File: config.mk
export PLATFORM = sky130hd
export DESIGN_NAME = nrt_ram
export DESIGN_NICKNAME = d
export VERILOG_FILES = /design/src/design/node_id_relabel_table_defines.svh /design/src/design/nrt_ram.sv
export SDC_FILE = /design/constraint.sdc
export NUM_CORES = 1
export LEC_CHECK = 0
export ABC_CLOCK_PERIOD_IN_PS = 4460
export BUFFER_PORTS_ARGS = -buffer_cell sky130_fd_sc_hd__buf_4
export CAP_MARGIN = 15
export CELL_PAD_IN_SITES_DETAIL_PLACEMENT = 0
export CELL_PAD_IN_SITES_GLOBAL_PLACEMENT = 1
export CORE_ASPECT_RATIO = 0.9
export CORE_MARGIN = 5
export CORE_UTILIZATION = 60
export DETAILED_ROUTE_END_ITERATION = 7
export GPL_ROUTABILITY_DRIVEN = 1
export GPL_TIMING_DRIVEN = 0
export PLACE_DENSITY = 0.81
export SYNTH_ARGS = -nofsm -noshare
export SYNTH_HDL_FRONTEND = slang
export SYNTH_SLANG_ARGS = --single-unit
File: constraint.sdc
create_clock -name clk -period 4.46 [get_ports clk]
set_input_delay 0.892 -clock clk [delete_from_list [all_inputs] [get_ports clk]]
set_output_delay 0.892 -clock clk [all_outputs]
set_load 0.03 [all_outputs]
File: src/design/node_id_relabel_table_defines.svh
// ----------------------------------------------------------------------------
// node_id_relabel_table_defines
// assertion macros for the relabel table, empty in synthesis
// ----------------------------------------------------------------------------
`ifndef NODE_ID_RELABEL_TABLE_DEFINES_SVH
`define NODE_ID_RELABEL_TABLE_DEFINES_SVH
`ifndef SYNTHESIS
// same-cycle implication
`define NRT_ASSERT_NOW(lbl, ante, cons, msg) \
  lbl: assert property (@(posedge clk) disable iff (!rst_n) (ante) |-> (cons)) \
    else $error(msg);
// next-cycle implication
`define NRT_ASSERT_NEXT(lbl, ante, cons, msg) \
  lbl: assert property (@(posedge clk) disable iff (!rst_n) (ante) |=> (cons)) \
    else $error(msg);
`else
`define NRT_ASSERT_NOW(lbl, ante, cons, msg)
`define NRT_ASSERT_NEXT(lbl, ante, cons, msg)
`endif
`endif

File: src/design/nrt_ram.sv
// ----------------------------------------------------------------------------
// nrt_ram
// generic single-clock ram, one write port, one registered read port
// ----------------------------------------------------------------------------
module nrt_ram #(
  parameter int WIDTH = 8,
  parameter int DEPTH = 32
) (
  input  logic                     clk,
  input  logic                     we,
  input  logic [$clog2(DEPTH)-1:0] waddr,
  input  logic [WIDTH-1:0]         wdata,
  input  logic                     re,
  input  logic [$clog2(DEPTH)-1:0] raddr,
  output logic [WIDTH-1:0]         rdata
);

  logic [WIDTH-1:0] mem [DEPTH];

  always_ff @(posedge clk) begin
    if (we) begin
      mem[waddr] <= wdata;
    end
    if (re) begin
      rdata <= mem[raddr];
    end
  end

endmodule

==> impl_metrics.json <==
{
  "switching_share": 0.199,
  "min_path_type": "input pin to register",
  "relSlewSlack": 0.367,
  "power.total_mw": 5.20,
  "ys_types": 14,
  "required_ps": 4730,
  "async_reset_ff_frac": 0,
  "numCtsBuffers": 26,
  "dpl_worst_slack_ps": 893,
  "clock_latency_ps": 520,
  "yosysWarnings": 0,
  "synth_top_cells_by_area": "edfxtp_1 78%, mux4_2 18%, nor2_1 1.2%, mux2_2 0.89%, buf_4 0.44%",
  "synth_area_um2": 10100,
  "h-tree-depth": 1,
  "fin_setup_tns_ps": 0,
  "final_nets": 489,
  "overflow": 0,
  "route.vias.total": 4438,
  "grt_max_degree": 33,
  "hold_buffers": 0,
  "maxCapViolCount": 0,
  "dp_cells": 651,
  "coreArea_um2": 16700,
  "fp.dieH_um": 133,
  "die_area_um2": 19600,
  "root_buffer": "clkbuf_16",
  "synth.most_common_cell": "edfxtp_1",
  "cts.repair.resized": 0,
  "drc": 0,
  "clock_sinks": 264,
  "hold_violations": 0,
  "finClkSkew_ps": 7.79,
  "synthToLayoutAreaGrowth_pct": 12.6,
  "worst_slew_pin_slew_ps": 950,
  "powerDensity_nw_per_um2": 456,
  "seq_area_frac_synth": 0.782,
  "rows": 45,
  "start_util": 0.606,
  "p_sw_mw": 1.04,
  "fmax_mhz": 332,
  "avgSynthCellArea_um2": 24.3,
  "critPathLaunchType": "input pin",
  "final_cell_count_no_fill": 699,
  "clkPwrFrac": 0.414,
  "end_kind": "register",
  "antenna_cells": 0,
  "wirelength_um": 19300,
  "synth-seq-cells": 264,
  "yosysTopAreaCell": "edfxtp_1",
  "cts_buffer_depth": 3,
  "netlist_instances": 417,
  "pwr-share-comb": 0.053,
  "drt_pre_antenna_iters": 5,
  "grt_use_total": 0.206,
  "tritoncts": "yes",
  "gp_congestion": 0.770,
  "clkSlewWorstSetupHoldPaths_ps": 60,
  "synth_edf_count": 264,
  "grt_first_pass_wirelength_um": 29300,
  "crit_fanout": 10,
  "synth_flop_cell": "edfxtp_1",
  "drive_above_1_share": 0.320,
  "post_cts_buffers": 0,
  "grt_setup_unrepaired": "false",
  "dp_hpwl_um": 12400,
  "finalCriticalPeriod_ps": 3010,
  "wl_per_cell_um": 27.6,
  "via_per_inst": 6.35,
  "grt_pass1_vias": 4548,
  "setup_viol": 0,
  "slew_viol_final": 0,
  "fin_crit_sh": 0.675,
  "drtIter0Drc": 568,
  "portBuffers": 23,
  "setup_ws_ps": 1450,
  "yosysTopAreaCellShare": 0.782,
  "antenna_found_initial": 1,
  "arrival_ps": 3280,
  "crit_type": "input pin to register",
  "leakage_nw": 3.55,
  "synth_nets": 438,
  "fill_cells": 977,
  "ys_top_cells_by_count": "264 x edfxtp_1, 80 x mux4_2, 33 x nor2_1, 8 x mux2_2",
  "status": "finished, final reports clean",
  "p_seq_frac": 0.534,
  "dieWidth_um": 147,
  "ios": 29,
  "internal_power_mw": 4.17,
  "ir_worst_vdd_mv": 0.382,
  "ant_nets": 0
}
==> placed cells by master, fill, tap and decap left out, types with 5 or more instances in the layout <==
cell       Yosys  layout
buf_1          6       6
buf_4          6      29
clkbuf_1       6      14
clkbuf_16      0      27
clkinv_1       0       6
edfxtp_1     264     264
mux2_2         8       8
mux4_2        80      80
nand3b_1       5       5
nor2_1        33      33
==> kinds of logic after synthesis <==
group,Yosys count,synth area share
multiplexers,88,0.187
flip-flops,264,0.782
buffers and inverters,20,0.0105
AND/OR/NAND/NOR,45,0.0205
==> flip-flops by register name, indices dropped and copies added, names as in the netlist <==
signal	cells
rdata	8
mem	256
==> worst max-delay path, cell delays in order <==
cell	delay, ps
clkbuf_1	460
buf_1	660
mux4_2	470
mux4_2	500
mux2_2	290
==> final cells by class <==
cell class	instances	area, um2	share of cell area
flip-flops and latches	264	7930	0.695
plain buffers	20	106	0.00932
clock buffers	35	706	0.0618
repair buffers	23	173	0.0151
well taps	211	264	0.0231
clock inverters	13	135	0.0118
multi-input cells	133	2100	0.184
==> power by group through the flow <==
stage | registers (mW) | clock network (mW) | logic, mW
after floorplan | 2.84 | 0 | 0.147
after global placement | 2.83 | 0 | 0.271
after detailed placement | 2.83 | 0 | 0.278
after CTS | 2.78 | 2.18 | 0.279
after global routing | 2.78 | 2.29 | 0.295
final | 2.78 | 2.15 | 0.275
==> final timing paths <==
kind | start | cells past startpoint | to | slack [ps]
worst max register to register | mem[5][3] | 3 | rdata[3] | 2500
worst min-delay path | re | 1 | rdata[4] | 650
worst min register to register | mem[12][1] | 3 | rdata[1] | 1010
worst max-delay path | raddr[2] | 5 | rdata[0] | 1450
==> metrics by stage <==
step	hold slack [ps]	cell area [um2]	util
2_1_floorplan	941	10100	-
6_report	646	11400	0.682
4_1_cts	641	11400	0.682
5_1_grt	644	11400	0.682
3_3_place_gp	981	10600	0.632
3_5_place_dp	1000	10600	0.632
==> routing by layer <==
metal / global-route usage / routed length [um] / part of all wire
met2: 0.295 / 8820 / 0.46
met5: 0 / 0 / 0
met3: 0.0418 / 1470 / 0.076
met4: 0.0424 / 332 / 0.017
met1: 0.338 / 8670 / 0.45
Note: power is estimated with default switching activity, not from simulation.
